<file path="config.mk">
export PLATFORM = sky130hd
export DESIGN_NAME = canonical_huffman_code_generator
export DESIGN_NICKNAME = d
export VERILOG_FILES = /design/src/rtl/chcg_pkg.sv /design/src/rtl/chcg_front.sv /design/src/rtl/chcg_back.sv /design/src/rtl/canonical_huffman_code_generator.sv
export SDC_FILE = /design/constraint.sdc
export NUM_CORES = 1
export LEC_CHECK = 0
export BUFFER_PORTS_ARGS = -buffer_cell sky130_fd_sc_hd__buf_2
export CAP_MARGIN = 20
export CORE_MARGIN = 2
export CORE_UTILIZATION = 65
export DETAILED_ROUTE_END_ITERATION = 7
export GPL_ROUTABILITY_DRIVEN = 1
export PLACE_DENSITY = 0.87
export SYNTH_ARGS = -nofsm -noshare
export SYNTH_HDL_FRONTEND = slang
export SYNTH_SLANG_ARGS = --single-unit
</file>
<file path="constraint.sdc">
create_clock -name aclk -period 6.6 [get_ports aclk]
set_input_delay 0.66 -clock aclk [delete_from_list [all_inputs] [get_ports aclk]]
set_output_delay 0.66 -clock aclk [all_outputs]
set_load 0.03 [all_outputs]
</file>
<file path="src/rtl/chcg_pkg.sv">
`default_nettype none

package chcg_pkg;

    // Default longest code length, as in a JPEG DHT segment
    localparam int MAX_CODE_LENGTH = 16;

    // Fixed field widths of the two channels
    localparam int SYM_W  = 8;
    localparam int CODE_W = 16;
    localparam int LEN_W  = 5;

    // Entries in the queue between front and back
    localparam int QUEUE_DEPTH = 2;

    // Input mode code for a per-length count
    localparam logic MODE_COUNT = 1'b0;

    // Input request as it arrives
    typedef struct packed {
        logic             mode;
        logic [SYM_W-1:0] value;
    } chcg_in_t;

    // Result request
    typedef struct packed {
        logic [SYM_W-1:0]  symbol;
        logic [CODE_W-1:0] code;
        logic [LEN_W-1:0]  code_length;
        logic              error;
    } chcg_out_t;

    // Class of a queued request
    typedef enum logic {
        ITEM_COUNT,
        ITEM_SYMBOL
    } item_kind_t;

    // Queue entry passed from front to back
    typedef struct packed {
        item_kind_t       kind;
        logic [SYM_W-1:0] value;
    } q_item_t;

    // Back end sequencer states
    typedef enum logic {
        BK_IDLE,
        BK_SEARCH
    } back_state_t;

endpackage

`default_nettype wire

</file>
<file path="src/rtl/chcg_front.sv">
`default_nettype none

module chcg_front
    import chcg_pkg::*;
(
    input  wire logic     aclk,
    input  wire logic     aresetn,
    input  wire logic     s_valid,
    output logic          s_ready,
    input  wire chcg_in_t s_data,
    output logic          q_valid,
    input  wire logic     q_ready,
    output q_item_t       q_item
);

    localparam int PTR_W  = $clog2(QUEUE_DEPTH);
    localparam int FILL_W = $clog2(QUEUE_DEPTH + 1);
    localparam logic [FILL_W-1:0] FULL = FILL_W'(QUEUE_DEPTH);

    q_item_t            q_mem_reg [QUEUE_DEPTH];
    logic [PTR_W-1:0]   wr_ptr_reg, wr_ptr_next;
    logic [PTR_W-1:0]   rd_ptr_reg, rd_ptr_next;
    logic [FILL_W-1:0]  fill_reg, fill_next;
    q_item_t            in_item;
    logic               push;
    logic               pop;

    // Classify the incoming request
    always_comb begin
        in_item.kind  = (s_data.mode == MODE_COUNT) ? ITEM_COUNT : ITEM_SYMBOL;
        in_item.value = s_data.value;
    end

    assign s_ready = (fill_reg != FULL);
    assign q_valid = (fill_reg != '0);
    assign q_item  = q_mem_reg[rd_ptr_reg];
    assign push    = s_valid && s_ready;
    assign pop     = q_valid && q_ready;

    // Advance pointers and fill level
    always_comb begin
        wr_ptr_next = wr_ptr_reg;
        rd_ptr_next = rd_ptr_reg;
        fill_next   = fill_reg;
        if (push) begin
            wr_ptr_next = (wr_ptr_reg == PTR_W'(QUEUE_DEPTH - 1)) ? '0 : wr_ptr_reg + PTR_W'(1);
        end
        if (pop) begin
            rd_ptr_next = (rd_ptr_reg == PTR_W'(QUEUE_DEPTH - 1)) ? '0 : rd_ptr_reg + PTR_W'(1);
        end
        if (push && !pop) begin
            fill_next = fill_reg + FILL_W'(1);
        end else if (pop && !push) begin
            fill_next = fill_reg - FILL_W'(1);
        end
    end

    always_ff @(posedge aclk) begin
        if (!aresetn) begin
            wr_ptr_reg <= '0;
            rd_ptr_reg <= '0;
            fill_reg   <= '0;
        end else begin
            wr_ptr_reg <= wr_ptr_next;
            rd_ptr_reg <= rd_ptr_next;
            fill_reg   <= fill_next;
        end
    end

    // Hold queued payload
    always_ff @(posedge aclk) begin
        if (push) begin
            q_mem_reg[wr_ptr_reg] <= in_item;
        end
    end

endmodule

`default_nettype wire

</file>
<file path="src/rtl/chcg_back.sv">
`default_nettype none

module chcg_back
    import chcg_pkg::*;
#(
    parameter int MAX_CODE_LENGTH = chcg_pkg::MAX_CODE_LENGTH
) (
    input  wire logic    aclk,
    input  wire logic    aresetn,
    input  wire logic    q_valid,
    output logic         q_ready,
    input  wire q_item_t q_item,
    output logic         m_valid,
    input  wire logic    m_ready,
    output chcg_out_t    m_data
);

    localparam int CNT_W = $clog2(MAX_CODE_LENGTH + 1);
    localparam int IDX_W = (MAX_CODE_LENGTH > 1) ? $clog2(MAX_CODE_LENGTH) : 1;
    localparam int NC_W  = MAX_CODE_LENGTH + 1;
    localparam logic [CNT_W-1:0] MAX_LEN   = CNT_W'(MAX_CODE_LENGTH);
    localparam logic [NC_W-1:0]  CODE_LIM  = {1'b1, {MAX_CODE_LENGTH{1'b0}}};

    back_state_t        state_reg, state_next;
    logic [SYM_W-1:0]   counts_reg [MAX_CODE_LENGTH];
    logic [SYM_W-1:0]   counts_next [MAX_CODE_LENGTH];
    logic [CNT_W-1:0]   counts_loaded_reg, counts_loaded_next;
    logic [CNT_W-1:0]   cur_len_reg, cur_len_next;
    logic [SYM_W-1:0]   remaining_reg, remaining_next;
    logic [NC_W-1:0]    next_code_reg, next_code_next;
    logic [SYM_W-1:0]   symbol_reg, symbol_next;
    logic               m_valid_reg, m_valid_next;
    chcg_out_t          m_data_reg, m_data_next;

    logic               skip;
    logic               out_free;
    logic               finish;
    logic               take;
    logic               new_table;
    logic               fits;
    logic [NC_W:0]      code_shl;
    logic [NC_W:0]      code_inc;
    logic [NC_W-1:0]    code_shl_sat;
    logic [NC_W-1:0]    code_inc_sat;
    logic [CODE_W+NC_W-1:0] code_wide;
    logic [LEN_W+CNT_W-1:0] len_wide;

    assign skip     = (remaining_reg == '0) && (cur_len_reg < MAX_LEN);
    assign out_free = !m_valid_reg || m_ready;

    // Next state
    always_comb begin
        state_next = state_reg;
        unique case (state_reg)
            BK_IDLE: begin
                if (q_valid && q_item.kind == ITEM_SYMBOL) begin
                    state_next = BK_SEARCH;
                end
            end
            BK_SEARCH: begin
                if (!skip && out_free) begin
                    state_next = BK_IDLE;
                end
            end
            default: state_next = BK_IDLE;
        endcase
    end

    // Sequencer outputs
    always_comb begin
        q_ready = 1'b0;
        finish  = 1'b0;
        unique case (state_reg)
            BK_IDLE:   q_ready = 1'b1;
            BK_SEARCH: finish  = !skip && out_free;
            default: begin
                q_ready = 1'b0;
                finish  = 1'b0;
            end
        endcase
    end

    assign take = q_valid && q_ready;

    // Saturating code arithmetic and fit check
    always_comb begin
        code_shl     = {next_code_reg, 1'b0};
        code_inc     = {1'b0, next_code_reg} + (NC_W + 1)'(1);
        code_shl_sat = (code_shl > {1'b0, CODE_LIM}) ? CODE_LIM : code_shl[NC_W-1:0];
        code_inc_sat = (code_inc > {1'b0, CODE_LIM}) ? CODE_LIM : code_inc[NC_W-1:0];
        fits         = ((next_code_reg >> cur_len_reg) == '0);
        code_wide    = {{CODE_W{1'b0}}, next_code_reg};
        len_wide     = {{LEN_W{1'b0}}, cur_len_reg};
    end

    assign new_table = (counts_loaded_reg == '0) || (counts_loaded_reg >= MAX_LEN);

    // Table state update
    always_comb begin
        counts_next        = counts_reg;
        counts_loaded_next = counts_loaded_reg;
        cur_len_next       = cur_len_reg;
        remaining_next     = remaining_reg;
        next_code_next     = next_code_reg;
        symbol_next        = symbol_reg;

        if (take) begin
            if (q_item.kind == ITEM_COUNT) begin
                // Store a count, clearing the table first when a new one begins
                if (new_table) begin
                    for (int i = 0; i < MAX_CODE_LENGTH; i++) begin
                        counts_next[i] = '0;
                    end
                    counts_next[0]     = q_item.value;
                    counts_loaded_next = CNT_W'(1);
                    cur_len_next       = '0;
                    remaining_next     = '0;
                    next_code_next     = '0;
                end else begin
                    counts_next[counts_loaded_reg[IDX_W-1:0]] = q_item.value;
                    counts_loaded_next = counts_loaded_reg + CNT_W'(1);
                end
            end else begin
                // Close the count phase and latch the symbol
                counts_loaded_next = MAX_LEN;
                symbol_next        = q_item.value;
            end
        end else if (state_reg == BK_SEARCH) begin
            if (skip) begin
                // Enter the next length
                cur_len_next   = cur_len_reg + CNT_W'(1);
                next_code_next = code_shl_sat;
                remaining_next = counts_reg[cur_len_reg[IDX_W-1:0]];
            end else if (finish && remaining_reg != '0) begin
                // Consume one code at this length
                remaining_next = remaining_reg - SYM_W'(1);
                next_code_next = code_inc_sat;
            end
        end
    end

    // Output register
    always_comb begin
        m_valid_next = m_valid_reg;
        m_data_next  = m_data_reg;
        if (finish) begin
            m_valid_next            = 1'b1;
            m_data_next.symbol      = symbol_reg;
            m_data_next.code        = '0;
            m_data_next.code_length = '0;
            m_data_next.error       = 1'b1;
            if (remaining_reg != '0 && fits) begin
                m_data_next.code        = code_wide[CODE_W-1:0];
                m_data_next.code_length = len_wide[LEN_W-1:0];
                m_data_next.error       = 1'b0;
            end
        end else if (m_ready) begin
            m_valid_next = 1'b0;
        end
    end

    always_ff @(posedge aclk) begin
        if (!aresetn) begin
            state_reg         <= BK_IDLE;
            counts_loaded_reg <= '0;
            cur_len_reg       <= '0;
            remaining_reg     <= '0;
            next_code_reg     <= '0;
            m_valid_reg       <= 1'b0;
            for (int i = 0; i < MAX_CODE_LENGTH; i++) begin
                counts_reg[i] <= '0;
            end
        end else begin
            state_reg         <= state_next;
            counts_loaded_reg <= counts_loaded_next;
            cur_len_reg       <= cur_len_next;
            remaining_reg     <= remaining_next;
            next_code_reg     <= next_code_next;
            m_valid_reg       <= m_valid_next;
            counts_reg        <= counts_next;
        end
    end

    // Hold payload
    always_ff @(posedge aclk) begin
        symbol_reg <= symbol_next;
        m_data_reg <= m_data_next;
    end

    assign m_valid = m_valid_reg;
    assign m_data  = m_data_reg;

    // A search runs only after the count phase is closed
    a_search_closed: assert property (@(posedge aclk) disable iff (!aresetn)
        state_reg == BK_SEARCH |-> counts_loaded_reg == MAX_LEN)
        else $error("search with count phase open");

    // An error result carries no code bits and no length
    a_error_empty: assert property (@(posedge aclk) disable iff (!aresetn)
        m_valid_reg && m_data_reg.error |-> m_data_reg.code == '0 && m_data_reg.code_length == '0)
        else $error("error result with code bits");

    // The running code never passes its saturation limit
    a_code_sat: assert property (@(posedge aclk) disable iff (!aresetn)
        next_code_reg <= CODE_LIM)
        else $error("running code past limit");

    // A finished symbol always lands in the output register
    a_finish_loads: assert property (@(posedge aclk) disable iff (!aresetn)
        finish |=> m_valid_reg && m_data_reg.symbol == $past(symbol_reg))
        else $error("finished symbol not presented");

endmodule

`default_nettype wire

</file>
<file path="src/rtl/canonical_huffman_code_generator.sv">
// Operation: a count request is stored in the count table as it is taken; a symbol request
//   starts a length search that skips 0 to MAX_CODE_LENGTH exhausted lengths.
// Throughput: set by the length-search sequencer, one length per cycle; a 2-entry queue
//   and an output register let input and output stall independently.
// Reset: synchronous active-low aresetn clears the count store, the code state,
//   the queue and the output valid.
`default_nettype none

module canonical_huffman_code_generator
    import chcg_pkg::*;
#(
    parameter int MAX_CODE_LENGTH = chcg_pkg::MAX_CODE_LENGTH
) (
    input  wire logic      aclk,
    input  wire logic      aresetn,
    input  wire logic      s_valid,
    output logic           s_ready,
    input  wire chcg_in_t  s_data,
    output logic           m_valid,
    input  wire logic      m_ready,
    output chcg_out_t      m_data
);

    logic    q_valid;
    logic    q_ready;
    q_item_t q_item;

    // Accept and classify requests
    chcg_front u_front (
        .aclk    (aclk),
        .aresetn (aresetn),
        .s_valid (s_valid),
        .s_ready (s_ready),
        .s_data  (s_data),
        .q_valid (q_valid),
        .q_ready (q_ready),
        .q_item  (q_item)
    );

    // Build codes
    chcg_back #(
        .MAX_CODE_LENGTH (MAX_CODE_LENGTH)
    ) u_back (
        .aclk    (aclk),
        .aresetn (aresetn),
        .q_valid (q_valid),
        .q_ready (q_ready),
        .q_item  (q_item),
        .m_valid (m_valid),
        .m_ready (m_ready),
        .m_data  (m_data)
    );

endmodule

`default_nettype wire
</file>
==> impl_metrics.toml <==
[run_status]
outcome = "complete, no violations"

[sta]
timing.setup.tns_ns = 0
slew_headroom = 0.2536
timing.final.crit_share = 0.4873
rsz0062_at_grt = "no"
skew_ns = 0.02884
tightest_slew_ns = 1.120
slew_violations = 0
fin_crit_ns = 3.216
final-setup-viol-count = 0
finalHoldViolCount = 0
worst_hold_slack_ns = 0.3255
maxClockFrequency_ghz = 0.3109

[grt]
grt_pass1_wl_um = 44590
overflow = 0
grt_use_total = 0.3122
grt_pass1_vias = 8745
grt_max_degree = 109
antenna_found_initial = 0

[routing]
vias_per_cell = 6.663
dr.pass1.iters = 6
dr.first_iter.drc_count = 1261
num_vias = 9401
drt_drc_violations_left = 0
antenna_left = 0
wl_per_cell_um = 19.93
wirelength_um = 28120

[placed_design]
hpwlAfterDp_um = 17360
io_buffers = 44
globalplace.congestion = 0.9540

[synthesis]
synth_seq_cells = 226
muxShareOfSynthArea = 0.1018
synth_area_um2 = 10820
async_flop_share = 0
yosys.area_share.adder = 0.01272
synth.area.top_cells = "dfxtp_1 (31%), edfxtp_1 (16%), mux4_2 (8.3%)"
synth_common_cells = "dfxtp_1 (170), a21oi_1 (169), nand2_1 (156), nand3_1 (154), nor2_1 (71)"
synth_top_family_by_area = "simple AND/OR/NAND/NOR gates"
synth_edf_count = 56
yosysSeqAreaShare = 0.4700
synth_compound_area_frac = 0.1350
synth_cell_types = 69
synth-simple-area-share = 0.2223
yosysTopAreaCell = "dfxtp_1"
synth_cells = 1178
synth_top_flop_cell = "dfxtp_1"
yosysWarnings = 0
synth_xor_area_frac = 0.01457
syn_nets = 1202
avgSynthCellArea_um2 = 9.183
synth_top_area_share = 0.3146
yosysMostFrequentCell = "dfxtp_1"

[setup_path]
criticalPathCategory = "reg -> reg"
cp_slowest_cell = "buf_4"
crit_arrival_ns = 3.58
critPathLaunchType = "flop"
crit_chain = "buf_4, nor2b_1, a2111oi_0, o211ai_1, a2111o_1, a21oi_1, o211a_1, and2_1"
worstPathRequired_ns = 6.96
end_kind = "flop"
critPathBufInv = 1
cp_max_fo = 51
critPathTopFamily = "compound AO/OA/AOI/OAI gates"
cp_slowest_stage_delay_ns = 0.65

[cells_and_area]
num-fill-cells = 1116
largest_register_ffs = 128
antenna_cells = 0
drive_above_1_share = 0.1377
syn_to_final_growth_pct = 9.461
final_nets = 1198
multi_input_area_um2 = 5261
regArea_um2 = 5087

[clock_network]
htree_levels = 1
cts_setup_buffers = 0
cts_tree = "done"
clk_latency_ns = 0.52
clock_path_buffers = 3
cts.sinks = 226
clockRootBuffer = "clkbuf_16"
ctsHoldBuffers = 0
cts_buffers = 23
postCtsResizedCells = 0
cts.reportedPaths.clkPinSlew_ns = 0.07

[flow_run]
cap_violations = 0

[power]
p_per_area_nw_per_um2 = 454.6
peakVddDrop_mv = 0.3032
power_mw = 5.383
leakage_nw = 3.969

[floorplanning]
ios = 45
die-height_um = 133.0
rows = 47
core_um2 = 16410
fp.dieW_um = 133.0
die-area_um2 = 17690
start_util = 0.6593

[hold_path]
hp-class = "in -> reg"
[power by group]
part | internal, mW | switching (mW) | total [mW] | leakage [nW]
combinational | 0.703 | 1.46 | 2.16 | 1.70
clock | 0.782 | 0.548 | 1.33 | 0.373
sequential | 1.64 | 0.257 | 1.89 | 1.90
[layout by cell type (no fill, tap or decap), types with 5 or more instances in the layout]
cell and count:
a211oi_1 12, a21oi_1 169, a31oi_1 5, and2_1 23, and3_1 6, buf_2 44, buf_4 19, clkbuf_1 7
clkbuf_16 23, dfxtp_1 168, edfxtp_1 56, ha_1 11, inv_1 22, mux2i_1 14, mux4_2 40, nand2_1 156
nand2b_1 5, nand3_1 154, nand4_1 14, nor2_1 71, nor2b_1 5, nor3_1 15, nor4_1 9, o21ai_0 28
or3_1 9, xnor2_1 9, xor2_1 9
[cell type report]
type | count | area share
clock buffer | 31 | 0.05199
clock inverter | 11 | 0.01268
inverter | 23 | 0.007502
multi-input combinational | 837 | 0.4443
sequential | 226 | 0.4296
tap | 220 | 0.02325
timing repair buffer | 63 | 0.03064
[logic make-up after synthesis]
family                   count (synthesis)
buffers and inverters                  115
multiplexers                            59
flip-flops                             226
AO/OA/AOI/OAI                          254
adder cells (fa/ha/maj)                 11
XOR/XNOR                                18
AND/OR/NAND/NOR                        495
[worst paths after layout]
check | endpoint | slack, ns | start | cells past startpoint
worst min-delay path | u_front.q_mem_reg[1][0] | 0.33 | s_data[0] | 1
worst max register to register | u_back.m_data[13] | 3.38 | u_back.cur_len_reg[0] | 8
worst max-delay path | u_back.m_data[13] | 3.38 | u_back.cur_len_reg[0] | 8
worst min register to register | u_back.m_data[23] | 0.42 | u_back.symbol_reg[1] | 0
[stage by stage]
stage	cell area, um2	cells	setup WS, ns	util
final	11840	1411	3.384	0.7217
after detailed placement	11050	1366	3.383	0.6737
after global routing	11840	1411	3.071	0.7217
after global placement	11050	1366	3.472	0.6737
after floorplan	10820	1178	4.151	-
after CTS	11820	1408	3.358	0.7204
[metal layers]
metal | part of all wire | vias up | global-route usage
met1 | 0.38 | 4449 | 0.4066
met3 | 0.10 | 96 | 0.05019
met5 | 0 | - | 0
met2 | 0.48 | 613 | 0.5086
met4 | 0.038 | 0 | 0.1571
li1 | - | 4243 | -
No activity file was read; power rests on OpenSTA's default activity.
